===== src/rtl/joukowski_airfoil_point_defines.svh =====
// Assertion macros for the Joukowski airfoil point generator
`ifndef JOUKOWSKI_AIRFOIL_POINT_DEFINES_SVH
`define JOUKOWSKI_AIRFOIL_POINT_DEFINES_SVH
`ifndef SYNTH
`define JAP_ASSERT_IMP(lbl, clk, rstn, ante, cons, msg) \
  lbl: assert property (@(posedge clk) disable iff (!rstn) (ante) |-> (cons)) \
    else $error(msg);
`define JAP_ASSERT_NXT(lbl, clk, rstn, ante, cons, msg) \
  lbl: assert property (@(posedge clk) disable iff (!rstn) (ante) |=> (cons)) \
    else $error(msg);
`else
`define JAP_ASSERT_IMP(lbl, clk, rstn, ante, cons, msg)
`define JAP_ASSERT_NXT(lbl, clk, rstn, ante, cons, msg)
`endif
`endif


===== src/rtl/jap_pkg.sv =====
// Shared types and constants of the Joukowski airfoil point generator
`default_nettype none
package jap_pkg;
  localparam int ANGLE_W    = 16;
  localparam int COORD_W    = 16;
  localparam int A_W        = 15;
  localparam int SCALE_W    = 11;
  localparam int PIX_W      = 16;
  localparam int CFG_IDX_W  = 2;
  localparam int CFG_DATA_W = 16;

  localparam int ANG_SHIFT  = 17;
  localparam int TH_W       = 35;
  localparam int XY_W       = 32;
  localparam int R_W        = 17;
  localparam int SQ_IN_W    = 34;
  localparam int Z_W        = 19;
  localparam int A2_W       = 30;
  localparam int SQ_W       = 37;
  localparam int NUM_W      = 48;
  localparam int REM_W      = 37;
  localparam int ATAN_N     = 24;
  localparam int Q_SHIFT    = 30;

  typedef enum logic [CFG_IDX_W-1:0] {
    CFG_A     = 2'd0,
    CFG_X0    = 2'd1,
    CFG_Y0    = 2'd2,
    CFG_SCALE = 2'd3
  } cfg_idx_t;

  typedef logic signed [TH_W-1:0] th_t;

  localparam th_t Q30_HALF_PI = 35'sd1686629713;
  localparam th_t Q30_PI      = 35'sd3373259426;
  localparam th_t Q30_TWO_PI  = 35'sd6746518852;
  localparam logic signed [XY_W-1:0] CORDIC_GAIN = 32'sd652032874;

  localparam th_t ATAN_Q30 [ATAN_N] = '{
    35'sd843314856, 35'sd497837829, 35'sd263043836, 35'sd133525158, 35'sd67021686,
    35'sd33543515,  35'sd16775850,  35'sd8388437,   35'sd4194282,   35'sd2097149,
    35'sd1048575,   35'sd524287,    35'sd262143,    35'sd131071,    35'sd65535,
    35'sd32767,     35'sd16383,     35'sd8191,      35'sd4095,      35'sd2047,
    35'sd1023,      35'sd511,       35'sd255,       35'sd127
  };

  typedef struct packed {
    logic signed [XY_W-1:0] x;
    logic signed [XY_W-1:0] y;
    th_t                    th;
    logic                   neg;
  } cordic_t;

  typedef struct packed {
    logic signed [Z_W-1:0] zx;
    logic signed [Z_W-1:0] zy;
    logic                  dz;
  } side_t;

  typedef struct packed {
    logic [REM_W-1:0] rem_x;
    logic [REM_W-1:0] rem_y;
    logic [NUM_W-1:0] num_x;
    logic [NUM_W-1:0] num_y;
    logic [SQ_W-1:0]  den;
    side_t            side;
  } div_t;

  typedef struct packed {
    logic signed [PIX_W-1:0] circle_x;
    logic signed [PIX_W-1:0] circle_y;
    logic signed [PIX_W-1:0] airfoil_x;
    logic signed [PIX_W-1:0] airfoil_y;
    logic                    div_zero;
  } pix_t;

  typedef struct packed {
    logic             busy;
    logic [R_W-1:0]   radius;
  } sqrt_stat_t;
endpackage
`default_nettype wire


===== src/rtl/jap_isqrt.sv =====
// Circle radius: integer square root of (|x0|+a)^2 + y0^2, one result bit per cycle
`default_nettype none
module jap_isqrt (
  input  logic                                clk,
  input  logic                                rst_n,
  input  logic                                start,
  input  logic [jap_pkg::A_W-1:0]             a,
  input  logic signed [jap_pkg::COORD_W-1:0]  x0,
  input  logic signed [jap_pkg::COORD_W-1:0]  y0,
  output jap_pkg::sqrt_stat_t                 stat
);
  import jap_pkg::*;

  typedef enum logic [1:0] {SQ_IDLE, SQ_MUL, SQ_ADD, SQ_ITER} sq_state_t;

  localparam logic [4:0] K_TOP = 5'(R_W - 1);

  sq_state_t            state_r;
  logic [SQ_IN_W-1:0]   sx2_r;
  logic [SQ_IN_W-1:0]   y2_r;
  logic [SQ_IN_W-1:0]   v_r;
  logic [SQ_IN_W-1:0]   res_r;
  logic [4:0]           k_r;
  logic [R_W-1:0]       radius_r;

  logic [COORD_W-1:0]        abs_x0;
  logic [R_W-1:0]            sx;
  logic signed [2*COORD_W-1:0] y2;
  logic [SQ_IN_W-1:0]        bitv;
  logic [SQ_IN_W-1:0]        trial;
  logic                      take;
  logic [SQ_IN_W-1:0]        res_nxt;

  always_comb begin
    abs_x0  = x0[COORD_W-1] ? COORD_W'(-x0) : COORD_W'(x0);
    sx      = R_W'(abs_x0) + R_W'(a);
    y2      = y0 * y0;
    bitv    = SQ_IN_W'(1) << {k_r, 1'b0};
    trial   = res_r + bitv;
    take    = v_r >= trial;
    res_nxt = take ? ((res_r >> 1) + bitv) : (res_r >> 1);
  end

  always_ff @(posedge clk) begin
    if (!rst_n) begin
      state_r <= SQ_MUL;
    end else if (start) begin
      state_r <= SQ_MUL;
    end else begin
      unique case (state_r)
        SQ_IDLE: begin
        end
        SQ_MUL: begin
          sx2_r   <= SQ_IN_W'(sx) * SQ_IN_W'(sx);
          y2_r    <= SQ_IN_W'(unsigned'(y2));
          state_r <= SQ_ADD;
        end
        SQ_ADD: begin
          v_r     <= sx2_r + y2_r;
          res_r   <= '0;
          k_r     <= K_TOP;
          state_r <= SQ_ITER;
        end
        SQ_ITER: begin
          if (take) begin
            v_r <= v_r - trial;
          end
          res_r <= res_nxt;
          if (k_r == 5'd0) begin
            radius_r <= res_nxt[R_W-1:0];
            state_r  <= SQ_IDLE;
          end else begin
            k_r <= k_r - 5'd1;
          end
        end
        default: state_r <= SQ_IDLE;
      endcase
    end
  end

  assign stat.busy   = (state_r != SQ_IDLE);
  assign stat.radius = radius_r;
endmodule
`default_nettype wire


===== config.mk =====
export PLATFORM = sky130hd
export DESIGN_NAME = jap_isqrt
export DESIGN_NICKNAME = d
export VERILOG_FILES = /design/src/rtl/joukowski_airfoil_point_defines.svh /design/src/rtl/jap_pkg.sv /design/src/rtl/jap_isqrt.sv
export SDC_FILE = /design/constraint.sdc
export NUM_CORES = 2
export LEC_CHECK = 0
export ABC_CLOCK_PERIOD_IN_PS = 10000
export BUFFER_PORTS_ARGS = -buffer_cell sky130_fd_sc_hd__buf_2
export CORE_MARGIN = 2
export CORE_UTILIZATION = 61
export DETAILED_ROUTE_END_ITERATION = 8
export GPL_ROUTABILITY_DRIVEN = 0
export PLACE_DENSITY = 0.78
export SYNTH_ARGS = -nofsm -noshare
export SYNTH_HDL_FRONTEND = slang
export SYNTH_SLANG_ARGS = --single-unit
export TNS_END_PERCENT = 10

===== constraint.sdc =====
create_clock -name clk -period 10 [get_ports clk]
set_clock_uncertainty 0.2 [all_clocks]
set_input_delay 0.5 -clock clk [delete_from_list [all_inputs] [get_ports clk]]
set_output_delay 0.5 -clock clk [all_outputs]
set_load 0.02 [all_outputs]

# [Word-level counts from Yosys, hierarchy flattened]
# Cells that the tools add are included.
[classes] add_sub_neg=7 mul=2 n_lt_le_gt_ge=1 eq_ne=6 n_shift=1 n_mux=9 bitwise=2 n_reduce_logical=11
[ops] cell="34-bit one-hot mux with 2 select lines" n=2
[ops] cell="34-bit two-way mux" n=2
[ops] cell="33-bit by 34-bit adder with 34-bit output" n=1
[ops] cell="34-bit by 32-bit adder with 34-bit output" n=1
[ops] cell="34-bit adder" n=1
[ops] cell="34-bit greater-or-equal comparator" n=1
[ops] cell="17-bit by 17-bit multiplier with 34-bit output" n=1
[ops] cell="1-bit by 6-bit left shift with 34-bit output, first input constant" n=1
[ops] cell="34-bit subtractor" n=1
[ops] cell="16-bit by 16-bit multiplier with 32-bit output" n=1
[ops] cell="16-bit by 15-bit adder with 17-bit output" n=1
[ops] cell="16-bit two-way mux" n=1
[ops] cell="16-bit negator" n=1
[ops] cell="4-bit AND reduction" n=3
[ops] cell="5-bit one-hot mux with 2 select lines" n=1
[ops] cell="2-bit inequality test, second input constant" n=3
[ops] cell="2-bit one-hot mux with 3 select lines" n=1
[ops] cell="3-bit AND reduction" n=2
[ops] cell="5-bit zero test" n=1
[ops] cell="5-bit two-way mux" n=1
[ops] cell="5-bit by 1-bit subtractor with 5-bit output, second input constant" n=1
[ops] cell="2-bit == test, second input constant" n=2
[ops] cell="2-bit nonzero test" n=2
[ops] cell="3-bit nonzero test" n=1
[ops] cell="5 further kinds" n=6
[totals] ff_bits=158 in_bits=50 word_cells=46

# [Logic depth before layout (Yosys ltp)]
[depth] ltp_word=5 mapped_depth=39

# [Least setup slack after synthesis]
# OpenSTA, ideal clock, no wires.
[synth_timing] path_kind="input to register" startpoint="input x0[5] (netlist bit)" endpoint="register sx2_r[32] (data pin)" setup_ns=0.258 arrival_time_ns=8.787 required_ns=9.542 path_slack_ns=0.756 stages=35 cell_sequence="or4_1 > or3_1 > or3_4 > o21ai_0 > xnor2_1 > ha_1 > a21oi_1 > o22ai_1 > or3_1 > xnor2_1 > inv_1 > clkbuf_1 > nand2_1 > fa_1 > inv_1 > fa_1 > inv_1 > fa_1 > inv_1 > fa_1 > fa_1 > inv_1 > fa_1 > inv_1 > ha_1 > a21o_1 > a21oi_1 > nor2b_1 > a311oi_1 > a211oi_1 > o31ai_1 > o21bai_1 > a21o_1 > a21oi_1 > xnor2_1"
[synth_via] elab_chain_len=4
[synth_lines] element="from (decl)" line_no="jap_isqrt.sv:8" source="input logic signed [jap_pkg::COORD_W-1:0] x0,"
[synth_lines] element="16-bit negator" line_no="jap_isqrt.sv:35" source="abs_x0 = x0[COORD_W-1] ? COORD_W'(-x0) : COORD_W'(x0);"
[synth_lines] element="16-bit two-way mux *" line_no="jap_isqrt.sv:35"
[synth_lines] element="16-bit by 15-bit adder with 17-bit output *" line_no="jap_isqrt.sv:36" source="sx = R_W'(abs_x0) + R_W'(a);"
[synth_lines] element="17-bit by 17-bit multiplier with 34-bit output *" line_no="jap_isqrt.sv:54" source="sx2_r <= SQ_IN_W'(sx) * SQ_IN_W'(sx);"
[synth_lines] element="to (signal assigned)" line_no="jap_isqrt.sv:54"
[synth_lines] element="to (decl)" line_no="jap_isqrt.sv:19" source="logic [SQ_IN_W-1:0] sx2_r;"
# Mark *: on every way between the ends. The rest lies on a longest branch, timed or not.
# A chain may end at the register's enable or synchronous reset.

# [Worst setup path after layout]
# Same ends and word-level chain as after synthesis.

==> impl_metrics.py <==
metrics = {
    "clock_network": {
        "cts_root_buffer": "clkbuf_16",
        "clk_path_buf_depth": 2,
        "tritoncts": "built",
        "path_clk_slew_ps": 60,
        "cts_buffers": 17,
        "cts_htree_levels": 4,
        "insertion_delay_ps": 450,
        "cts.repair.resized": 0,
        "cts.sinks": 156,
        "cts_setup_buffers": 0,
        "cts_hold_buf": 0,
    },
    "critical_path": {
        "cp.required_ps": 9990,
        "worstSetupPathType": "input port to register",
        "r2r_slack_ps": 2660,
        "critical_path.slowest_cell": "or4_1",
        "end_kind": "register",
        "start_kind": "input port",
        "crit_path_max_incr_delay_ps": 560,
        "arrival_ps": 9660,
        "crit_top_cell": "fa_1",
        "cp_max_fo": 7,
    },
    "finish": {
        "drive_gt1_frac": 0.0526,
        "diodes": 0,
        "fin_nets": 3857,
        "synthToLayoutAreaGrowth_pct": 6.02,
        "fin_area_um2": 29800,
    },
    "floorplan": {
        "die_area_um2": 47800,
        "initial_core_util": 0.619,
        "pin_count": 68,
        "rows": 78,
        "dieHeight_um": 219,
        "core_area_um2": 45500,
        "die_w_um": 219,
    },
    "sta": {
        "slew_viol_final": 0,
        "setup_viol": 0,
        "grt_setup_unrepaired": "false",
        "fmax_mhz": 103,
        "setup_tns_ps": 0,
        "maxSlewHeadroom": 0.197,
        "worstMarginPinSlew_ps": 1200,
        "final.min_clock_period_ps": 9660,
        "fin_crit_sh": 0.966,
        "hold_viol": 0,
    },
    "grt": {
        "overflow": 0,
        "grtUsageTotal": 0.270,
        "grt_pass1_vias": 22600,
        "grt_max_degree": 65,
        "use_met3": 0.0386,
        "busiest_layer": "met2",
        "use_met2": 0.485,
        "antenna_found_initial": 0,
        "grtUsageMet1": 0.329,
        "grt_pass1_wl_mm": 104,
    },
    "run_status": {
        "status": "finished clean",
    },
    "yosys": {
        "synth_ff_type": "edfxtp_1",
        "synth.most_common_cell": "inv_1",
        "yosys-top-cells-count": "inv_1 (611), fa_1 (431), ha_1 (312)",
        "avgSynthCellArea_um2": 9.37,
        "syn_area_um2": 28100,
        "synthDominantCellAreaShare": 0.307,
        "synth_warnings": 0,
        "synth_top_cell_by_area": "fa_1",
        "synth_edf_count": 154,
        "ys_seq_elements": 156,
        "yosysSeqAreaShare": 0.166,
        "synthArstFlopShare": 0,
        "synth_area_leaders": "fa_1 (31%), edfxtp_1 (16%), ha_1 (14%), inv_1 (8.2%), xnor2_1 (4.1%)",
        "synth_nets": 3796,
        "synthCells": 3003,
        "synth_cell_types": 72,
    },
    "placed_design": {
        "hpwl_mm": 51.5,
        "portBuffers": 67,
        "placed_area_um2": 29200,
    },
    "route": {
        "post_drt_wl_per_cell_um": 16.9,
        "via_count": 21200,
        "drtPass1Iterations": 6,
        "drtAntennaViolNets": 0,
        "wl_mm": 62.1,
        "viasPerCell": 5.76,
        "drc": 0,
        "drtIter0Drc": 1580,
    },
    "hold_path": {
        "min-delay-path-class": "input port to register",
    },
    "flow_run": {
        "drv_cap": 0,
    },
}
-- stage by stage --
stage               setup WS [ps]  instances  utilization  hold WS [ps]
global route                 1.25       3677        0.656           103
floorplan                     756       3003            -           258
CTS                           452       3677        0.656          91.5
global placement              255       3645        0.643           282
detailed placement           30.9       3645        0.643           360
finish                        335       3677        0.656          98.1
-- path summary, 6_finish.rpt --
path                end  depth (start not counted)        from
min reg2reg  state_r[1]                          1  state_r[1]
min          state_r[0]                          3       start
max           sx2_r[32]                         35       x0[5]
max reg2reg     v_r[20]                         25      k_r[0]
-- registers in the layout, summed over array words and instances, names as in the netlist --
| signal | count |
|---|---|
| res_r | 34 |
| v_r | 34 |
| sx2_r | 33 |
| y2_r | 31 |
| radius_r | 17 |
| k_r | 5 |
| state_r | 2 |
-- metal layers --
metal | up-vias | routed length, um
met2 | 719 | 31700
met1 | 10500 | 24500
met3 | 165 | 3720
met5 | - | 0
met4 | 0 | 2200
li1 | 9819 | -
-- layout by cell type (no fill, tap or decap), types with 55 or more instances in the layout --
cell / instances
a21oi_1: 139
o21ai_0: 107
ha_1: 312
nor2_1: 207
inv_1: 611
buf_2: 67
edfxtp_1: 154
xnor2_1: 131
a21o_1: 55
and2_1: 82
nand2_1: 250
xor2_1: 77
fa_1: 431
-- area by class of cell --
type                       instances  area (um2)
clock buffer                      17         425
fill                            3575       15700
multi-input combinational       2175       20900
tap                              600         751
inverter                         616        2310
timing repair buffer              98         568
sequential                       156        4660
clock inverter                    15         154
-- critical path: cells and delay by family --
family,cells,cell delay (ps)
compound gates,14,3190
simple gates,8,2130
fa+ha+maj,8,3360
xor+xnor,2,280
buf+inv,3,210
-- cells by family (layout without fill, tap and decap cells) --
logic type / count (synthesis) / after routing / share of synthesized area
AOI/OAI and AO/OA: 480 / 480 / 0.108
xor gates and xnor gates: 208 / 208 / 0.0648
adders and majority gates: 743 / 743 / 0.445
buffers and inverters: 672 / 746 / 0.0900
DFF: 156 / 156 / 0.166
muxes: 10 / 10 / 0.00378
and+or+nand+nor: 734 / 734 / 0.122
Power is left out: the tool's default activity adds up to more than one toggle a clock period on the data nets, which glitch-free logic cannot reach.
