$ cat src/rtl/joukowski_airfoil_point_defines.svh
// Assertion macros for the Joukowski airfoil point generator
`ifndef JOUKOWSKI_AIRFOIL_POINT_DEFINES_SVH
`define JOUKOWSKI_AIRFOIL_POINT_DEFINES_SVH
`ifndef SYNTH
`define JAP_ASSERT_IMP(lbl, clk, rstn, ante, cons, msg) \
  lbl: assert property (@(posedge clk) disable iff (!rstn) (ante) |-> (cons)) \
    else $error(msg);
`define JAP_ASSERT_NXT(lbl, clk, rstn, ante, cons, msg) \
  lbl: assert property (@(posedge clk) disable iff (!rstn) (ante) |=> (cons)) \
    else $error(msg);
`else
`define JAP_ASSERT_IMP(lbl, clk, rstn, ante, cons, msg)
`define JAP_ASSERT_NXT(lbl, clk, rstn, ante, cons, msg)
`endif
`endif

$ cat src/rtl/jap_pkg.sv
// Shared types and constants of the Joukowski airfoil point generator
`default_nettype none
package jap_pkg;
  localparam int ANGLE_W    = 16;
  localparam int COORD_W    = 16;
  localparam int A_W        = 15;
  localparam int SCALE_W    = 11;
  localparam int PIX_W      = 16;
  localparam int CFG_IDX_W  = 2;
  localparam int CFG_DATA_W = 16;

  localparam int ANG_SHIFT  = 17;
  localparam int TH_W       = 35;
  localparam int XY_W       = 32;
  localparam int R_W        = 17;
  localparam int SQ_IN_W    = 34;
  localparam int Z_W        = 19;
  localparam int A2_W       = 30;
  localparam int SQ_W       = 37;
  localparam int NUM_W      = 48;
  localparam int REM_W      = 37;
  localparam int ATAN_N     = 24;
  localparam int Q_SHIFT    = 30;

  typedef enum logic [CFG_IDX_W-1:0] {
    CFG_A     = 2'd0,
    CFG_X0    = 2'd1,
    CFG_Y0    = 2'd2,
    CFG_SCALE = 2'd3
  } cfg_idx_t;

  typedef logic signed [TH_W-1:0] th_t;

  localparam th_t Q30_HALF_PI = 35'sd1686629713;
  localparam th_t Q30_PI      = 35'sd3373259426;
  localparam th_t Q30_TWO_PI  = 35'sd6746518852;
  localparam logic signed [XY_W-1:0] CORDIC_GAIN = 32'sd652032874;

  localparam th_t ATAN_Q30 [ATAN_N] = '{
    35'sd843314856, 35'sd497837829, 35'sd263043836, 35'sd133525158, 35'sd67021686,
    35'sd33543515,  35'sd16775850,  35'sd8388437,   35'sd4194282,   35'sd2097149,
    35'sd1048575,   35'sd524287,    35'sd262143,    35'sd131071,    35'sd65535,
    35'sd32767,     35'sd16383,     35'sd8191,      35'sd4095,      35'sd2047,
    35'sd1023,      35'sd511,       35'sd255,       35'sd127
  };

  typedef struct packed {
    logic signed [XY_W-1:0] x;
    logic signed [XY_W-1:0] y;
    th_t                    th;
    logic                   neg;
  } cordic_t;

  typedef struct packed {
    logic signed [Z_W-1:0] zx;
    logic signed [Z_W-1:0] zy;
    logic                  dz;
  } side_t;

  typedef struct packed {
    logic [REM_W-1:0] rem_x;
    logic [REM_W-1:0] rem_y;
    logic [NUM_W-1:0] num_x;
    logic [NUM_W-1:0] num_y;
    logic [SQ_W-1:0]  den;
    side_t            side;
  } div_t;

  typedef struct packed {
    logic signed [PIX_W-1:0] circle_x;
    logic signed [PIX_W-1:0] circle_y;
    logic signed [PIX_W-1:0] airfoil_x;
    logic signed [PIX_W-1:0] airfoil_y;
    logic                    div_zero;
  } pix_t;

  typedef struct packed {
    logic             busy;
    logic [R_W-1:0]   radius;
  } sqrt_stat_t;
endpackage
`default_nettype wire

$ cat src/rtl/jap_div_cell.sv
// One restoring-division step for both quotient lanes, with its register
`default_nettype none
module jap_div_cell (
  input  logic          clk,
  input  logic          rst_n,
  input  logic          en,
  input  logic          in_valid,
  input  jap_pkg::div_t in_d,
  output logic          out_valid,
  output jap_pkg::div_t out_d
);
  import jap_pkg::*;

  logic [REM_W:0] tx;
  logic [REM_W:0] ty;
  logic [REM_W:0] dsub_x;
  logic [REM_W:0] dsub_y;
  logic           gex;
  logic           gey;
  div_t           d_nxt;
  div_t           d_r;
  logic           valid_r;

  always_comb begin
    tx     = {in_d.rem_x, in_d.num_x[NUM_W-1]};
    ty     = {in_d.rem_y, in_d.num_y[NUM_W-1]};
    gex    = tx >= {1'b0, in_d.den};
    gey    = ty >= {1'b0, in_d.den};
    dsub_x = tx - {1'b0, in_d.den};
    dsub_y = ty - {1'b0, in_d.den};
    d_nxt       = in_d;
    d_nxt.rem_x = gex ? dsub_x[REM_W-1:0] : tx[REM_W-1:0];
    d_nxt.rem_y = gey ? dsub_y[REM_W-1:0] : ty[REM_W-1:0];
    // shift the quotient bit in where the dividend bit leaves
    d_nxt.num_x = {in_d.num_x[NUM_W-2:0], gex};
    d_nxt.num_y = {in_d.num_y[NUM_W-2:0], gey};
  end

  always_ff @(posedge clk) begin
    if (!rst_n) begin
      valid_r <= 1'b0;
    end else if (en) begin
      valid_r <= in_valid;
    end
  end

  always_ff @(posedge clk) begin
    if (en) begin
      d_r <= d_nxt;
    end
  end

  assign out_valid = valid_r;
  assign out_d     = d_r;
endmodule
`default_nettype wire

$ cat config.mk
export PLATFORM = sky130hd
export DESIGN_NAME = jap_div_cell
export DESIGN_NICKNAME = d
export VERILOG_FILES = /design/src/rtl/joukowski_airfoil_point_defines.svh /design/src/rtl/jap_pkg.sv /design/src/rtl/jap_div_cell.sv
export SDC_FILE = /design/constraint.sdc
export NUM_CORES = 1
export LEC_CHECK = 0
export BUFFER_PORTS_ARGS = -buffer_cell sky130_fd_sc_hd__buf_2
export CORE_AREA = 2 2 193 195
export DETAILED_ROUTE_END_ITERATION = 12
export DIE_AREA = 0 0 195 197
export GPL_ROUTABILITY_DRIVEN = 1
export HOLD_SLACK_MARGIN = 0.05
export SLEW_MARGIN = 20
export SYNTH_ARGS = -nofsm -noshare
export SYNTH_HDL_FRONTEND = slang
export SYNTH_SLANG_ARGS = --single-unit
$ cat constraint.sdc
create_clock -name clk -period 2.81 [get_ports clk]
set_clock_uncertainty 0.05 [all_clocks]
set_input_delay 0 -clock clk [delete_from_list [all_inputs] [get_ports clk]]
set_output_delay 0 -clock clk [all_outputs]
set_load 0.02 [all_outputs]
Yosys cells after proc, flatten, opt, wreduce, memory -nomap -nowiden
Cells that the tools add are included.

storage, ports and cells
  bits in writable memories = 0
  memories kept = 0
  input port bits = 250
  register bits = 247
  output and inout bits = 247
  memory bits (read-only) = 0
  bits in latches = 0

operators by class
  divide/modulo/power cells = 0
  eq/ne operators = 0
  $add $sub $neg = 2
  shifts and indexed selects = 0
  reduce and logical (&&, ||, !) cells = 0
  order comparisons = 2
  bitwise logic cells = 0
  muxes and demuxes = 2
  multipliers = 0

operators with widths
  cell              count
  $ge A38 B37 Y1    2
  $mux W37          2
  $sub A37 B37 Y37  2

Depth between registers and ports, before layout
Gate-level depths: netlist of run 1.

  depth after elaboration = 2
  depth in mapped cells = 15

Worst setup path after synthesis of run 1
OpenSTA, ideal clock, no wires.

  kind = input -> register
  start point = input in_d[171] (netlist name)
  end point = register d_r (netlist bit out_d[242]) (data pin)
  cell stages on the path = 12
  data required time = 2.498 ns
  path slack = 0.105 ns
  path buffers = 1
  arrival = 2.393 ns
  library setup time = 0.262 ns
  path through = inv_1 > ha_1 > inv_1 > fa_1 > a211oi_1 > o21ai_2 > o2111ai_1 > a2111oi_1 > o311ai_2 > o211ai_4 > buf_8 > mux2_1

RTL lines
  item                    RTL line            RTL
  start: declaration      jap_div_cell.sv:8   input jap_pkg::div_t in_d,
  end signal: assignment  jap_div_cell.sv:49  d_r <= d_nxt;
  end: declaration        jap_div_cell.sv:21  div_t d_r;

==> results.cfg, run 1 <==
[critical_path]
arrival_ns = 3.05
slowest_stage = dlygate4sd3_1
rr_endpoint = out_valid
timing.rr.start = out_valid
r2r_slack_ns = 1.62
cp.required_ns = 3.09
cp-startpoint = in_d[220]
startpoint_type = input pin
cp-endpoint = out_d[235]
r2r_cells = 3
end_kind = flip-flop
path_cells = dlygate4sd3_1 -> buf_2 -> ha_2 -> inv_1 -> o21ai_0 -> o22ai_2 -> a2111oi_4 -> buf_4 -> o311ai_4 -> o211ai_4 -> clkbuf_16 -> mux2_4
critPathKind = in2reg
cpPeakStageDelay_ns = 0.53
crit_fanout = 6

[synthesis]
synth_nets = 1398
async_flop_share_pct = 0
netlist_instances = 1072
yosysSeqAreaShare_pct = 58.4
yosysUniqueCellTypes = 65
synth_area_per_cell_sq_um = 11.8
ys_ff_latch = 247
yosysTopAreaCell = edfxtp_1
synthesis.area_sq_um = 12700
ys.warnings.count = 0
synth_enable_flop_cells = 246
synth.top_cell.area_share_pct = 58.2
synth_area_leaders = edfxtp_1 (58%), ha_1 (7.3%), a21oi_1 (4.7%), xnor2_1 (2.6%), o21ai_0 (2.4%)
synth_flop_cell = edfxtp_1

[placement]
dp_hpwl_microns = 37100
gp_congestion = 0.914
portBuffers = 496

[detailed_routing]
via_per_inst = 4.99
wl_per_cell_microns = 20.2
vias = 12300
drt_iter0_markers = 730
antenna_left = 0
routed_wl_microns = 49800
route.detailed.drc = 0
dr.pass1.iters = 5

[clock_network]
root_buffer = clkbuf_16
numCtsBuffers = 29
cts.sinks = 247
cts_tree = built
clockBufferDepth = 3
clk_pin_slew_ns = 0.06
clock_latency_ns = 0.57
htreeDepth = 1

[global_route]
grt_pass1_vias = 12500
grt_max_degree = 75
top_usage_layer = met2
grt_use_met2_pct = 44.3
grt_pass1_wl_microns = 71900
grt_usage_pct = 24.5
grt_use_met1_pct = 28.7
grt_overflow = 0
met3_usage_pct = 4.11
grt_antenna_before_repair = 3

[floorplanning]
rows = 70
pin_count = 497
die_w_microns = 195
initial_core_util_pct = 35.0
die_area_sq_um = 38400
fp.dieH_microns = 197
core_sq_um = 36300

[layout]
post-route-util_pct = 57.3
layout.nets = 2296
syn2layout_area_growth_pct = 63.7
fillCellCount = 3087
drive_gt1_share_pct = 38.4

[power]
power_frac_clock_pct = 34.4
power.density_nw_per_um2 = 580
power.internal_w = 0.00849
vdd_drop_max_mv = 0.410
p_switching_w = 0.00356
power_frac_comb_pct = 27.2
seqPwrFrac_pct = 38.4
p_leak_nw = 9.19
switching_share_pct = 29.5

[sta]
period_share_pct = 98.3
finalHoldWorstSlack_ns = -0.273
max_freq_ghz = 0.362
max_slew.worst_pin.slew_ns = 0.644
setup_viol = 0
fin_setup_tns_ns = 0
fin_crit_ns = 2.76
hold_violations = 2
slew_headroom_pct = 57.1
slew_violations = 0

[worst_hold_path]
min_from = in_d[171]
hold_path_class = in2reg

[run]
cap_violations = 0

[outcome]
violations = negative hold slack
outcome = complete, but fails checks
[metrics by stage]
step	total power (W)	cell area [sq um]	std cells	setup slack, ns
2_1_floorplan	0.00626	12700	1072	0.105
3_3_place_gp	0.00755	16900	2157	-0.298
3_5_place_dp	0.00756	16900	2157	-0.321
4_1_cts	0.0120	20400	2458	0.0130
5_1_grt	0.0125	20800	2462	-0.0393
6_report	0.0121	20800	2464	0.0478
[layout make-up]
type	count	area [sq um]	share of cell area (%)
well taps	468	586	2.82
multi-input cells	720	5160	24.8
repair buffers	907	6330	30.5
diodes	4	10.0	0.0482
clock buffers	31	733	3.53
flip-flops and latches	247	7410	35.7
clock inverters	22	313	1.51
inverters	65	244	1.17
[worst max-delay path: cells and delay by family]
kind | cells | cell delay, ns
compound gates | 5 | 1.18
fa+ha+maj | 1 | 0.39
buf+inv | 5 | 1.18
mux | 1 | 0.29
[repair_timing]
action,CTS,global route
hold buffers,248,1
hold endpoints to repair,313,3
gates resized for setup,0,54
setup endpoints to repair,0,69
buffers inserted,0,4
[routing by layer]
metal	vias to the layer above	wire length, microns
li1	5835	-
met1	5845	19700
met2	497	25300
met3	107	2620
met4	0	2230
met5	-	0
[cell usage in the layout, fill, tap and decap left out, drive strengths merged, types with 6 or more instances in the layout]
master	instances
buf	656
dlygate4sd3	248
edfxtp	246
a21oi	120
nor2	78
nand2	74
ha	74
inv	67
o21ai	61
xnor2	37
clkbuf	33
a21o	32
xor2	24
nand4	18
nand3	17
a31oi	16
o21a	15
nor3	14
mux2	13
and3	12
nor2b	12
a211oi	11
o211ai	10
o31ai	8
bufinv	7
clkinv	7
nand2b	6
clkinvlp	6
[power by group through the flow]
stage	combinational [W]	clock, W	sequential (W)
3_5_place_dp	0.00286	0	0.00469
4_1_cts	0.00317	0.00425	0.00462
3_3_place_gp	0.00286	0	0.00469
2_1_floorplan	0.00106	0	0.00520
5_1_grt	0.00352	0.00436	0.00466
6_report	0.00328	0.00414	0.00463
[state kept, by name (all words and copies together) (netlist names)]
name       flops
out_valid      1
out_d        246
[cell families after synthesis]
kind of cell / count (synthesis) / share of synthesized area, %
buffers and inverters: 105 / 3.45
adder cells (fa/ha/maj): 76 / 7.61
flip-flops: 247 / 58.4
AND/OR/NAND/NOR: 250 / 9.08
AO/OA/AOI/OAI: 317 / 15.6
XOR/XNOR: 61 / 4.21
multiplexers: 16 / 1.63
[worst min-delay path by stage]
stage / endpoint / slack [ns] / cells past startpoint
final: out_d[209] / -0.27 / 3
after global routing: out_d[209] / -0.29 / 3
after CTS: out_d[209] / -0.31 / 3
after detailed placement: out_d[32] / 0.13 / 1
after global placement: out_d[80] / 0.13 / 1
after floorplan: out_d[0] / 0.05 / 0
[synthesized netlist by cell type, types with 3 or more instances]
cell type    n
nand4_1     18
o21ai_0     60
o311ai_0     3
nand2_1     74
clkbuf_1    29
inv_1       64
ha_1        74
a21o_1      32
nor3_1      14
o21bai_1     5
o211ai_1     9
a31oi_1     16
xor2_1      24
nor4_1       4
a21boi_0     4
mux2i_1      3
a221oi_1     3
nor2b_1     12
and3_1      12
and2_1       4
nand3_1     17
or3_1        5
mux2_2       4
nand2b_1     6
buf_4        3
o31ai_1      8
o2111ai_1    5
xnor2_1     37
buf_2        5
a21oi_1    120
nor2_1      78
a211oi_1    11
o21a_1      15
edfxtp_1   246
mux2_4       8
(Power assumes the default switching activity.)
==> inputs of run 2 (changes only) <==
Settings changed: CELL_PAD_IN_SITES_DETAIL_PLACEMENT set to 0, CELL_PAD_IN_SITES_GLOBAL_PLACEMENT set to 1, CORE_AREA 2 2 193 195 to unset, CORE_UTILIZATION set to 34, DIE_AREA 0 0 195 197 to unset, PLACE_DENSITY_LB_ADDON set to 0.1.
==> run 2 against run 1 <==
The run still ends with negative hold slack left. Count of clock-buffer cells in the layout is 4 higher. Combinational power is 2% lower. Utilization is 0.69 points lower. Design area hardly changed. Worst setup slack better by 0.077 ns. Die area is 0.84% lower. Final cell count is 1.4% higher. Critical path type unchanged. Highest routed layer is now met5.
==> results.cfg, run 2 (synthesis results as in run 1) <==
[power]
power.density_nw_per_um2 = 580
finalPower_w = 0.0120
p_leak_nw = 9.33
vdd_drop_max_mv = 0.420

[sta]
max_freq_ghz = 0.372
setup_viol = 0
slew_headroom_pct = 55.4
fin_crit_ns = 2.69
period_share_pct = 95.6
hold_violations = 2
slew_violations = 0
finalHoldWorstSlack_ns = -0.290
max_slew.worst_pin.slew_ns = 0.668

[critical_path]
cp.required_ns = 3.09
startpoint_type = input pin
end_kind = flip-flop
crit_fanout = 21
critPathKind = in2reg
arrival_ns = 2.97

[global_route]
grt_pass1_vias = 12300
grt_max_degree = 72
grt_overflow = 0
grt_pass1_wl_microns = 72300
grt_usage_pct = 25.0
grt_antenna_before_repair = 3

[layout]
final_cell_count_no_fill = 2498
layout.nets = 2331
drive_gt1_share_pct = 37.7
post-route-util_pct = 56.6
syn2layout_area_growth_pct = 63.7
final_common_cell = buf_2
largest_reg_flops = 246
final_cell_mix = buf_2 (495), dlygate4sd3_1 (253), edfxtp_1 (246)

[detailed_routing]
wl_per_cell_microns = 19.5
routed_wl_microns = 48700
route.detailed.drc = 0
antenna_left = 0
drt_iter0_markers = 503
via_per_inst = 4.86
dr.pass1.iters = 5
vias = 12100

[floorplanning]
initial_core_util_pct = 34.6
core_sq_um = 36700
rows = 70
pin_count = 497
fp.dieH_microns = 195
die_w_microns = 195
die_area_sq_um = 38100

[placement]
portBuffers = 496
dp_hpwl_microns = 37200
gp_congestion = 0.873
dp_cells = 2188

[outcome]
outcome = complete, but fails checks
violations = negative hold slack

[clock_network]
cts.sinks = 247
numCtsBuffers = 30
clock_latency_ns = 0.57
clk_pin_slew_ns = 0.06
htreeDepth = 1
post_cts_buffers = 0
clockBufferDepth = 3
cts_tree = built
root_buffer = clkbuf_16

[run]
cap_violations = 0

[worst_hold_path]
hold_path_class = in2reg
run 2: layout make-up:
cell class | count | area, sq um
Inverter | 65 | 244
Clock buffer | 35 | 769
Sequential cell | 247 | 7410
Clock inverter | 21 | 298
Antenna cell | 1 | 2.50
Fill cell | 3248 | 15900
Multi-Input combinational cell | 720 | 4930
Tap cell | 468 | 586
Timing Repair Buffer | 941 | 6540
run 2: where the power goes:
group | internal, W | switching (W) | total, W
registers | 0.00452 | 0.0000973 | 0.00462
logic | 0.00142 | 0.00182 | 0.00323
clock network | 0.00260 | 0.00160 | 0.00420
run 2: worst paths after layout:
path / from / to / slack (ns) / depth (start not counted)
max: in_d[214] / out_d[210] / 0.12 / 11
min: in_d[123] / out_d[172] / -0.29 / 3
max reg2reg: out_valid / out_valid / 1.61 / 3
min reg2reg: out_valid / out_valid / 1.01 / 3
run 2: repair_timing:
item,CTS,global route
endpoints found under the setup margin,0,43
endpoints found under the hold margin,320,5
hold buffers,250,3
resized for setup,0,17
run 2: worst max-delay path: stages:
cell           delay, ns
dlygate4sd3_1       0.54
buf_2               0.13
ha_1                0.29
o21ai_0             0.08
nand2b_1            0.10
o2111ai_1           0.19
a2111oi_2           0.65
o311ai_4            0.18
o211ai_4            0.23
buf_12              0.20
mux2_2              0.34
run 2: routing by layer:
layer	wire, microns	vias to the layer above	GRT usage, %
met1	20800	5744	31.3
li1	-	5892	-
met5	13	-	0
met3	2360	96	4.42
met2	23300	394	42.3
met4	2310	2	11.0
run 2: stage by stage:
stage,instance area (sq um),setup TNS [ns],setup slack [ns]
final,20800,0,0.124
after global routing,20800,-0.124,-0.0226
after CTS,20700,0,0.00683
after detailed placement,17100,-16.47,-0.439
after global placement,17100,-15.70,-0.430
after floorplan,12700,0,0.105
