==> src/rtl/joukowski_airfoil_point_defines.svh <==
// Assertion macros for the Joukowski airfoil point generator
`ifndef JOUKOWSKI_AIRFOIL_POINT_DEFINES_SVH
`define JOUKOWSKI_AIRFOIL_POINT_DEFINES_SVH
`ifndef SYNTH
`define JAP_ASSERT_IMP(lbl, clk, rstn, ante, cons, msg) \
  lbl: assert property (@(posedge clk) disable iff (!rstn) (ante) |-> (cons)) \
    else $error(msg);
`define JAP_ASSERT_NXT(lbl, clk, rstn, ante, cons, msg) \
  lbl: assert property (@(posedge clk) disable iff (!rstn) (ante) |=> (cons)) \
    else $error(msg);
`else
`define JAP_ASSERT_IMP(lbl, clk, rstn, ante, cons, msg)
`define JAP_ASSERT_NXT(lbl, clk, rstn, ante, cons, msg)
`endif
`endif

==> src/rtl/jap_pkg.sv <==
// Shared types and constants of the Joukowski airfoil point generator
`default_nettype none
package jap_pkg;
  localparam int ANGLE_W    = 16;
  localparam int COORD_W    = 16;
  localparam int A_W        = 15;
  localparam int SCALE_W    = 11;
  localparam int PIX_W      = 16;
  localparam int CFG_IDX_W  = 2;
  localparam int CFG_DATA_W = 16;

  localparam int ANG_SHIFT  = 17;
  localparam int TH_W       = 35;
  localparam int XY_W       = 32;
  localparam int R_W        = 17;
  localparam int SQ_IN_W    = 34;
  localparam int Z_W        = 19;
  localparam int A2_W       = 30;
  localparam int SQ_W       = 37;
  localparam int NUM_W      = 48;
  localparam int REM_W      = 37;
  localparam int ATAN_N     = 24;
  localparam int Q_SHIFT    = 30;

  typedef enum logic [CFG_IDX_W-1:0] {
    CFG_A     = 2'd0,
    CFG_X0    = 2'd1,
    CFG_Y0    = 2'd2,
    CFG_SCALE = 2'd3
  } cfg_idx_t;

  typedef logic signed [TH_W-1:0] th_t;

  localparam th_t Q30_HALF_PI = 35'sd1686629713;
  localparam th_t Q30_PI      = 35'sd3373259426;
  localparam th_t Q30_TWO_PI  = 35'sd6746518852;
  localparam logic signed [XY_W-1:0] CORDIC_GAIN = 32'sd652032874;

  localparam th_t ATAN_Q30 [ATAN_N] = '{
    35'sd843314856, 35'sd497837829, 35'sd263043836, 35'sd133525158, 35'sd67021686,
    35'sd33543515,  35'sd16775850,  35'sd8388437,   35'sd4194282,   35'sd2097149,
    35'sd1048575,   35'sd524287,    35'sd262143,    35'sd131071,    35'sd65535,
    35'sd32767,     35'sd16383,     35'sd8191,      35'sd4095,      35'sd2047,
    35'sd1023,      35'sd511,       35'sd255,       35'sd127
  };

  typedef struct packed {
    logic signed [XY_W-1:0] x;
    logic signed [XY_W-1:0] y;
    th_t                    th;
    logic                   neg;
  } cordic_t;

  typedef struct packed {
    logic signed [Z_W-1:0] zx;
    logic signed [Z_W-1:0] zy;
    logic                  dz;
  } side_t;

  typedef struct packed {
    logic [REM_W-1:0] rem_x;
    logic [REM_W-1:0] rem_y;
    logic [NUM_W-1:0] num_x;
    logic [NUM_W-1:0] num_y;
    logic [SQ_W-1:0]  den;
    side_t            side;
  } div_t;

  typedef struct packed {
    logic signed [PIX_W-1:0] circle_x;
    logic signed [PIX_W-1:0] circle_y;
    logic signed [PIX_W-1:0] airfoil_x;
    logic signed [PIX_W-1:0] airfoil_y;
    logic                    div_zero;
  } pix_t;

  typedef struct packed {
    logic             busy;
    logic [R_W-1:0]   radius;
  } sqrt_stat_t;
endpackage
`default_nettype wire

==> src/rtl/jap_cordic_cell.sv <==
// One rotation-mode CORDIC cell with its output register
`default_nettype none
module jap_cordic_cell #(
  parameter int STAGE = 0
) (
  input  logic             clk,
  input  logic             rst_n,
  input  logic             en,
  input  logic             in_valid,
  input  jap_pkg::cordic_t in_d,
  output logic             out_valid,
  output jap_pkg::cordic_t out_d
);
  import jap_pkg::*;

  logic signed [XY_W-1:0] dx;
  logic signed [XY_W-1:0] dy;
  cordic_t                d_nxt;
  cordic_t                d_r;
  logic                   valid_r;

  always_comb begin
    dx    = $signed(in_d.y) >>> STAGE;
    dy    = $signed(in_d.x) >>> STAGE;
    d_nxt = in_d;
    if (!in_d.th[TH_W-1]) begin
      d_nxt.x  = in_d.x - dx;
      d_nxt.y  = in_d.y + dy;
      d_nxt.th = in_d.th - ATAN_Q30[STAGE];
    end else begin
      d_nxt.x  = in_d.x + dx;
      d_nxt.y  = in_d.y - dy;
      d_nxt.th = in_d.th + ATAN_Q30[STAGE];
    end
  end

  always_ff @(posedge clk) begin
    if (!rst_n) begin
      valid_r <= 1'b0;
    end else if (en) begin
      valid_r <= in_valid;
    end
  end

  always_ff @(posedge clk) begin
    if (en) begin
      d_r <= d_nxt;
    end
  end

  assign out_valid = valid_r;
  assign out_d     = d_r;
endmodule
`default_nettype wire

==> config.mk <==
export PLATFORM = sky130hd
export DESIGN_NAME = jap_cordic_cell
export DESIGN_NICKNAME = d
export VERILOG_FILES = /design/src/rtl/joukowski_airfoil_point_defines.svh /design/src/rtl/jap_pkg.sv /design/src/rtl/jap_cordic_cell.sv
export SDC_FILE = /design/constraint.sdc
export NUM_CORES = 1
export LEC_CHECK = 0
export BUFFER_PORTS_ARGS = -buffer_cell sky130_fd_sc_hd__buf_4
export CELL_PAD_IN_SITES_DETAIL_PLACEMENT = 1
export CELL_PAD_IN_SITES_GLOBAL_PLACEMENT = 1
export CORE_MARGIN = 10
export CORE_UTILIZATION = 47
export CTS_BUF_LIST = sky130_fd_sc_hd__clkbuf_4
export CTS_CLUSTER_SIZE = 24
export DETAILED_ROUTE_END_ITERATION = 8
export GPL_ROUTABILITY_DRIVEN = 0
export PLACE_DENSITY = 0.86
export SETUP_SLACK_MARGIN = 0.4
export SLEW_MARGIN = 20
export SYNTH_ARGS = -nofsm -noshare
export SYNTH_HDL_FRONTEND = slang
export SYNTH_SLANG_ARGS = --single-unit
==> constraint.sdc <==
create_clock -name clk -period 6.4 [get_ports clk]
set_input_delay 0 -clock clk [delete_from_list [all_inputs] [get_ports clk]]
set_output_delay 0 -clock clk [all_outputs]
set_load 0.005 [all_outputs]
Word level (Yosys, flattened, before mapping). Index checks and enable logic that the tools add are counted.

Multiplexer cells: 1. Add/sub/neg operators: 5.

Operators with widths (count): $mux W99 (1); $sub A32 B32 Y32 (2); $add A35 B31 Y35 const B (1); $sub A35 B31 Y35 const B (1); $add A32 B32 Y32 (1).

Output and inout port bits: 101. Register bits: 101.

Logic depth before layout (Yosys ltp). Gate-level depths: netlist of the first run.

Depth in word-level cells: 2. Gate-level depth with buffers: 14. Gate-level depth less buffers: 11.

Worst setup path after synthesis of the first run. Ideal clock, no wire load.

Kind: input -> register. Start point: input port in_d[35] in the netlist's numbering. End point: register d_r, in the netlist out_d[33] (data pin). Arrival time: 3.299 ns. Library setup time: 0.258 ns. Slack: 2.842 ns. Stages: 14. Cells stage by stage: buf_4 inv_1 clkbuf_1 clkbuf_1 ha_1 a21o_1 a21oi_1 o21ai_1 a221o_1 a2111oi_1 o31a_1 o21bai_1 a21oi_1 xnor2_1.

RTL lines: from (decl) (line jap_cordic_cell.sv:10) `input jap_pkg::cordic_t in_d,`; to (signal assigned) (line jap_cordic_cell.sv:47) `d_r <= d_nxt;`; to (decl) (line jap_cordic_cell.sv:19) `cordic_t d_r;`.

==> flow_summary_export.csv, run 1 <==
group,metric,value,unit
run_status,status,"finished, final reports clean",
placement,dp_slack,2.36,ns
setup_path,cp_common_cell,"a21oi_1",
placement,placedCellCount,1546,
detailed_routing,ant_nets,0,
detailed_routing,dr.pass1.iters,5,
detailed_routing,via_count,9546,
sta,fin_tns_setup,0,ns
placement,io_buffers,204,
logic_synthesis,synth_flop_cell,"edfxtp_1",
logic_synthesis,syn_avg_cell_area,8.90,µm²
logic_synthesis,syn_inst,1111,
cells_and_area,synthToLayoutAreaGrowth,20.6,%
setup_path,cpLargestDelayFamily,"compound AO/OA/AOI/OAI gates",
placement,placed_area,11600,µm²
flow_run,maxCapViolations,0,
sta,skew,0,ns
setup_path,reg2reg_slack,5.25,ns
logic_synthesis,ys_warn_count,0,
global_routing,antenna_found_initial,1,
sta,rsz0062_at_grt,"false",
clock_network,clk_latency,0.49,ns
clock_network,clk_transition_reported_paths,0.18,ns
global_routing,track_usage,24.6,%
cells_and_area,stdcell_count,1583,
logic_synthesis,synth_seq_area_share,30.3,%
logic_synthesis,netlist_area,9890,µm²
sta,slew_violations,0,
setup_path,path_buf_inv,2,
sta,slew_headroom,33.9,%
detailed_routing,drtIter0Drc,836,
sta,finalHoldViolations,0,
setup_path,crit_start,"in_d[35]",
clock_network,cts_setup_buffers,0,
setup_path,path_max_fanout,44,
clock_network,cts_tree,"yes",
setup_path,path_cells,"buf_4, inv_1, ha_1, a21o_1, a21oi_1, o21ai_1, a221o_1, a2111oi_1, o31a_1, o21bai_1, a21oi_1, xnor2_1",
die,core-area,20900,µm²
clock_network,cts_buffers,9,
clock_network,cts_root_buffer,"clkbuf_4",
placement,hpwl,27700,µm
sta,max_slew.worst_pin.slew,0.991,ns
setup_path,crit_path_end_kind,"flip-flop",
power_and_ir_drop,power.leakage,5.32,nW
setup_path,worstSetupPathType,"primary input to flip-flop",
logic_synthesis,yosys.cell_types.count,87,
clock_network,h-tree-depth,3,
sta,setup_ws,2.91,ns
global_routing,grt_first_pass_wirelength,53800,µm
cells_and_area,nNetsFinal,1534,
logic_synthesis,synth_edf_count,99,
sta,period_share,54.6,%
cells_and_area,fin_area,11900,µm²
global_routing,grt_overflow_total,0,
setup_path,crit_path_top_delay_cell,"a2111oi_1",
power_and_ir_drop,p_per_area,195,nW/µm²
setup_path,worstPathArrival,3.77,ns
detailed_routing,drt_drc_violations_left,0,
die,die_h,165,µm
die,dieArea,27200,µm²
cells_and_area,drive_gt1_share,19.1,%
detailed_routing,wirelength,34600,µm
setup_path,r2r-start,"out_valid",
clock_network,max-clock-path-buffers,2,
logic_synthesis,synth_area_leader_cell,"edfxtp_1",
logic_synthesis,ys_seq_elements,100,
logic_synthesis,syn_nets,1343,
setup_path,worstRegToRegCells,3,
die,start_util,47.4,%
setup_path,critical_path.max_stage_delay,0.61,ns
logic_synthesis,ys_async_sr_fraction,0,%
sta,fin_crit,3.49,ns
sta,max_freq,0.286,GHz
clock_network,cts_num_sinks,100,
sta,finalSetupViolCount,0,
sta,hold_slack,0.0314,ns
global_routing,grt_start_max_net_pins,72,
power_and_ir_drop,ir_worst_vdd,88.2,µV
setup_path,cp_num_cells,12,
die,ioPinCount,205,
global_routing,grt_pass1_vias,10100,
logic_synthesis,synth_top_area_share,30.1,%
setup_path,cp-start-kind,"primary input",
logic_synthesis,synthTopCellsByArea,"edfxtp_1 30%, ha_1 16%, a21oi_1 6.4%",
setup_path,worstSetupEndpoint,"out_d[33]",
die,die_x,165,µm
power_and_ir_drop,power,2.32,mW
detailed_routing,avgViaCountPerCell,6.03,
setup_path,worstPathRequired,6.67,ns
cells_and_area,final_util,57.1,%
die,num_rows,53,
hold_path,hold_path.class,"primary input to flip-flop",
detailed_routing,avgRoutedWirePerCell,21.9,µm
setup_path,worstReg2RegEnd,"out_valid",
## registers in the layout (all words and copies together), names as in the netlist
register	cells
out_valid	1
out_d	99
## per-layer routing
metal	track usage, %	part of all wire (%)
met5	0	0
met3	3.45	7.6
met1	30.8	41
met4	7.89	2.4
met2	42.9	49
## cell families (layout without fill, tap and decap cells)
group,after synthesis,count (layout),share of synthesized area (%)
and+or+nand+nor,249,249,12.4
DFF,100,100,30.3
buffers and inverters,146,342,5.98
AOI/OAI and AO/OA,384,384,25.4
muxes,19,19,1.95
xor gates and xnor gates,85,85,7.53
adders and majority gates,128,128,16.5
other,0,1,0
## worst reg2reg max path, cell delays in order (launching register included)
cell and delay [ns]:
dfxtp_1 0.35, mux2i_1 0.12, nor2b_1 0.05, dlygate4sd3_1 0.54
## worst min path at each step
stage / start / to / slack, ns / cells after the start
global route: in_d[14] / out_d[14] / 0.02 / 3
global placement: in_d[2] / out_d[2] / 0.18 / 1
finish: in_d[23] / out_d[23] / 0.03 / 3
CTS: in_d[23] / out_d[23] / 0.003 / 3
floorplan: in_d[0] / out_d[0] / 0.1 / 0
detailed placement: in_d[0] / out_d[0] / 0.18 / 1
## cell usage after synthesis (17+ instances only)
library cell,n
a211oi_1,20
a21o_1,27
a21oi_1,127
clkbuf_1,24
edfxtp_1,99
ha_1,124
inv_1,98
mux2i_1,17
nand2_1,53
nand3_1,17
nor2_1,79
nor2b_1,18
o21ai_0,75
o21bai_1,21
xnor2_1,64
xor2_1,21
## report_power, final
group	switching, mW	total, mW	leakage [nW]	internal (mW)
logic	0.575	1.02	4.25	0.448
clock network	0.263	0.395	0.0850	0.132
registers	0.0387	0.904	0.977	0.865
## layout by cell type (no fill, tap or decap), types with 4 or more instances in the layout
master / n
or2_2: 4
o221ai_1: 7
dlygate4sd3_1: 20
nor2b_1: 18
and3_1: 7
o21bai_1: 21
nand2_1: 53
mux2i_1: 17
or3_1: 8
o21ai_1: 5
a41oi_1: 4
edfxtp_1: 99
nand3_1: 17
a311oi_1: 4
a21oi_1: 127
a21o_1: 27
clkbuf_4: 10
inv_1: 98
xnor2_1: 64
nor3_1: 15
a31oi_1: 10
ha_1: 124
o22ai_1: 6
buf_4: 207
o2111ai_1: 4
xor2_1: 21
fa_1: 4
and2_1: 4
nor2_1: 79
nand4_1: 14
nand2b_1: 12
o211ai_1: 9
a211oi_1: 20
o21a_1: 10
o21ai_0: 75
## area by class of cell
class | count | area [µm²]
clock inverters | 6 | 78.8
inverters | 99 | 372
diodes | 1 | 2.50
flip-flops and latches | 100 | 2990
multi-input cells | 865 | 6310
repair buffers | 227 | 1750
well taps | 275 | 344
fillers | 2445 | 8960
clock buffers | 10 | 75.1
## repair_timing
item                                   4_1_cts  5_1_grt
setup endpoints to repair                    0        0
hold buffers                                20        0
gates resized for setup                      0        0
endpoints found under the hold margin       45        0
No activity file was read; power rests on OpenSTA's default activity.
==> run 2, diff against run 1 <==
--- a/config.mk
+++ b/config.mk
@@ -9,12 +9,12 @@
 export CELL_PAD_IN_SITES_DETAIL_PLACEMENT = 1
 export CELL_PAD_IN_SITES_GLOBAL_PLACEMENT = 1
 export CORE_MARGIN = 10
-export CORE_UTILIZATION = 47
+export CORE_UTILIZATION = 39
 export CTS_BUF_LIST = sky130_fd_sc_hd__clkbuf_4
 export CTS_CLUSTER_SIZE = 24
 export DETAILED_ROUTE_END_ITERATION = 8
 export GPL_ROUTABILITY_DRIVEN = 0
-export PLACE_DENSITY = 0.86
+export PLACE_DENSITY = 0.75
 export SETUP_SLACK_MARGIN = 0.4
 export SLEW_MARGIN = 20
 export SYNTH_ARGS = -nofsm -noshare
==> constraint.sdc (replaced) <==
create_clock -name clk -period 3.14 [get_ports clk]
set_input_delay 0 -clock clk [delete_from_list [all_inputs] [get_ports clk]]
set_output_delay 0 -clock clk [all_outputs]
set_load 0.005 [all_outputs]
==> flow_summary_export.csv, run 2 (synthesis gave the netlist of run 1 again) <==
group,metric,value,unit
global_routing,grt-busiest-layer,"met2",
placement,dp_slack,0.0186,ns
sta,finalSetupViolCount,0,
cells_and_area,largest_register_ffs,99,
global_routing,met2_usage,36.1,%
clock_network,max-clock-path-buffers,2,
detailed_routing,dr.pass1.iters,7,
global_routing,antenna_found_initial,1,
sta,skew,0,ns
run_status,status,"finished, final reports clean",
global_routing,grt_first_pass_wirelength,54200,µm
cells_and_area,fin_area,12400,µm²
sta,period_share,84.8,%
detailed_routing,drtIter0Drc,569,
setup_path,worstPathRequired,3.40,ns
sta,fin_crit,2.66,ns
detailed_routing,avgViaCountPerCell,5.61,
cells_and_area,layout_commonest_cell,"buf_4",
setup_path,worstSetupPathType,"primary input to flip-flop",
sta,fin_tns_setup,0,ns
cells_and_area,nNetsFinal,1580,
global_routing,track_usage,21.2,%
die,start_util,39.5,%
cells_and_area,synthToLayoutAreaGrowth,25.4,%
clock_network,clk_latency,0.48,ns
clock_network,cts_root_buffer,"clkbuf_4",
power_and_ir_drop,power.leakage,5.54,nW
setup_path,crit_path_end_kind,"flip-flop",
sta,slew_violations,0,
global_routing,grt_pass1_vias,9789,
placement,hpwl,28100,µm
sta,slew_headroom,52.1,%
detailed_routing,ant_nets,0,
sta,finalHoldViolations,0,
power_and_ir_drop,ir_worst_vdd,202,µV
placement,placed_area,12000,µm²
setup_path,cp-start-kind,"primary input",
cells_and_area,nFillCells,2988,
cells_and_area,layout_common_cells,"252 x buf_4, 126 x a21oi_1, 123 x ha_1, 99 x edfxtp_1, 98 x inv_1",
die,die_h,179,µm
global_routing,grt_util_met1,27.6,%
power_and_ir_drop,p_per_area,387,nW/µm²
detailed_routing,avgRoutedWirePerCell,20.6,µm
detailed_routing,via_count,9453,
die,num_rows,58,
clock_network,clk_transition_reported_paths,0.18,ns
clock_network,cts_setup_buffers,0,
detailed_routing,wirelength,34600,µm
die,ioPinCount,205,
global_routing,grt_overflow_total,0,
setup_path,path_max_fanout,3,
clock_network,cts_num_sinks,100,
hold_path,hold_path.class,"primary input to flip-flop",
cells_and_area,drive_gt1_share,22.2,%
sta,max_slew.worst_pin.slew,0.719,ns
die,core-area,25000,µm²
global_routing,grt_start_max_net_pins,59,
global_routing,grtUsageMet3,3.18,%
clock_network,h-tree-depth,3,
setup_path,worstPathArrival,2.93,ns
sta,setup_ws,0.478,ns
detailed_routing,drt_drc_violations_left,0,
sta,max_freq,0.376,GHz
clock_network,cts_tree,"yes",
clock_network,cts_buffers,9,
flow_run,maxCapViolations,0,
cells_and_area,final_util,49.5,%
placement,io_buffers,204,
die,dieArea,32100,µm²
die,die_x,179,µm
sta,rsz0062_at_grt,"true",
[run 2: worst paths after layout]
kind / startpoint / endpoint / slack [ns] / depth (start not counted)
hold reg to reg: out_valid / out_valid / 1.11 / 3
setup / recovery: in_d[10] / out_d[34] / 0.48 / 12
setup reg to reg: out_valid / out_valid / 1.97 / 3
hold / removal: in_d[20] / out_d[20] / 0.03 / 3
[run 2: what timing repair did]
| item | CTS | global route |
|---|---|---|
| gates resized for setup | 0 | 4 |
| hold buffers | 21 | 0 |
| endpoints found under the setup margin | 0 | 5 |
| endpoints found under the hold margin | 21 | 0 |
[run 2: through the flow]
step	hold WS, ns	std cells	power (mW)
2_1_floorplan	0.0989	1111	3.02
3_3_place_gp	0.178	1646	3.95
3_5_place_dp	0.180	1646	3.99
4_1_cts	0.00110	1683	4.83
5_1_grt	0.00712	1684	5.12
6_report	0.0252	1684	4.80
[run 2: worst max-delay path, stage by stage]
cell and delay, ns:
dlygate4sd3_1 0.55, buf_4 0.14, ha_1 0.20, a21o_1 0.20, or3_1 0.33, o2111a_1 0.28, o211ai_1 0.22, a31oi_2 0.17
nor2_1 0.21, o22ai_1 0.18, a221oi_1 0.35, xnor2_1 0.10
[run 2: per-layer routing]
metal / wire length, µm / share of wire (%) / up-vias
li1: - / - / 4531
met1: 15400 / 45 / 4606
met2: 16700 / 48 / 283
met3: 1950 / 5.6 / 33
met4: 506 / 1.5 / 0
met5: 0 / 0 / -
[run 2: cell type report]
cell class	instances	area, µm²	share of cell area [%]
diodes	1	2.50	0.0202
flip-flops and latches	100	2990	24.1
inverters	99	372	3.00
well taps	330	413	3.33
clock buffers	9	67.6	0.545
multi-input cells	865	6360	51.3
repair buffers	273	2100	16.9
clock inverters	7	95.1	0.767
[run 2: where the power goes]
part | internal, mW | switching (mW)
sequential | 1.76 | 0.0781
clock | 0.265 | 0.527
combinational | 0.980 | 1.18
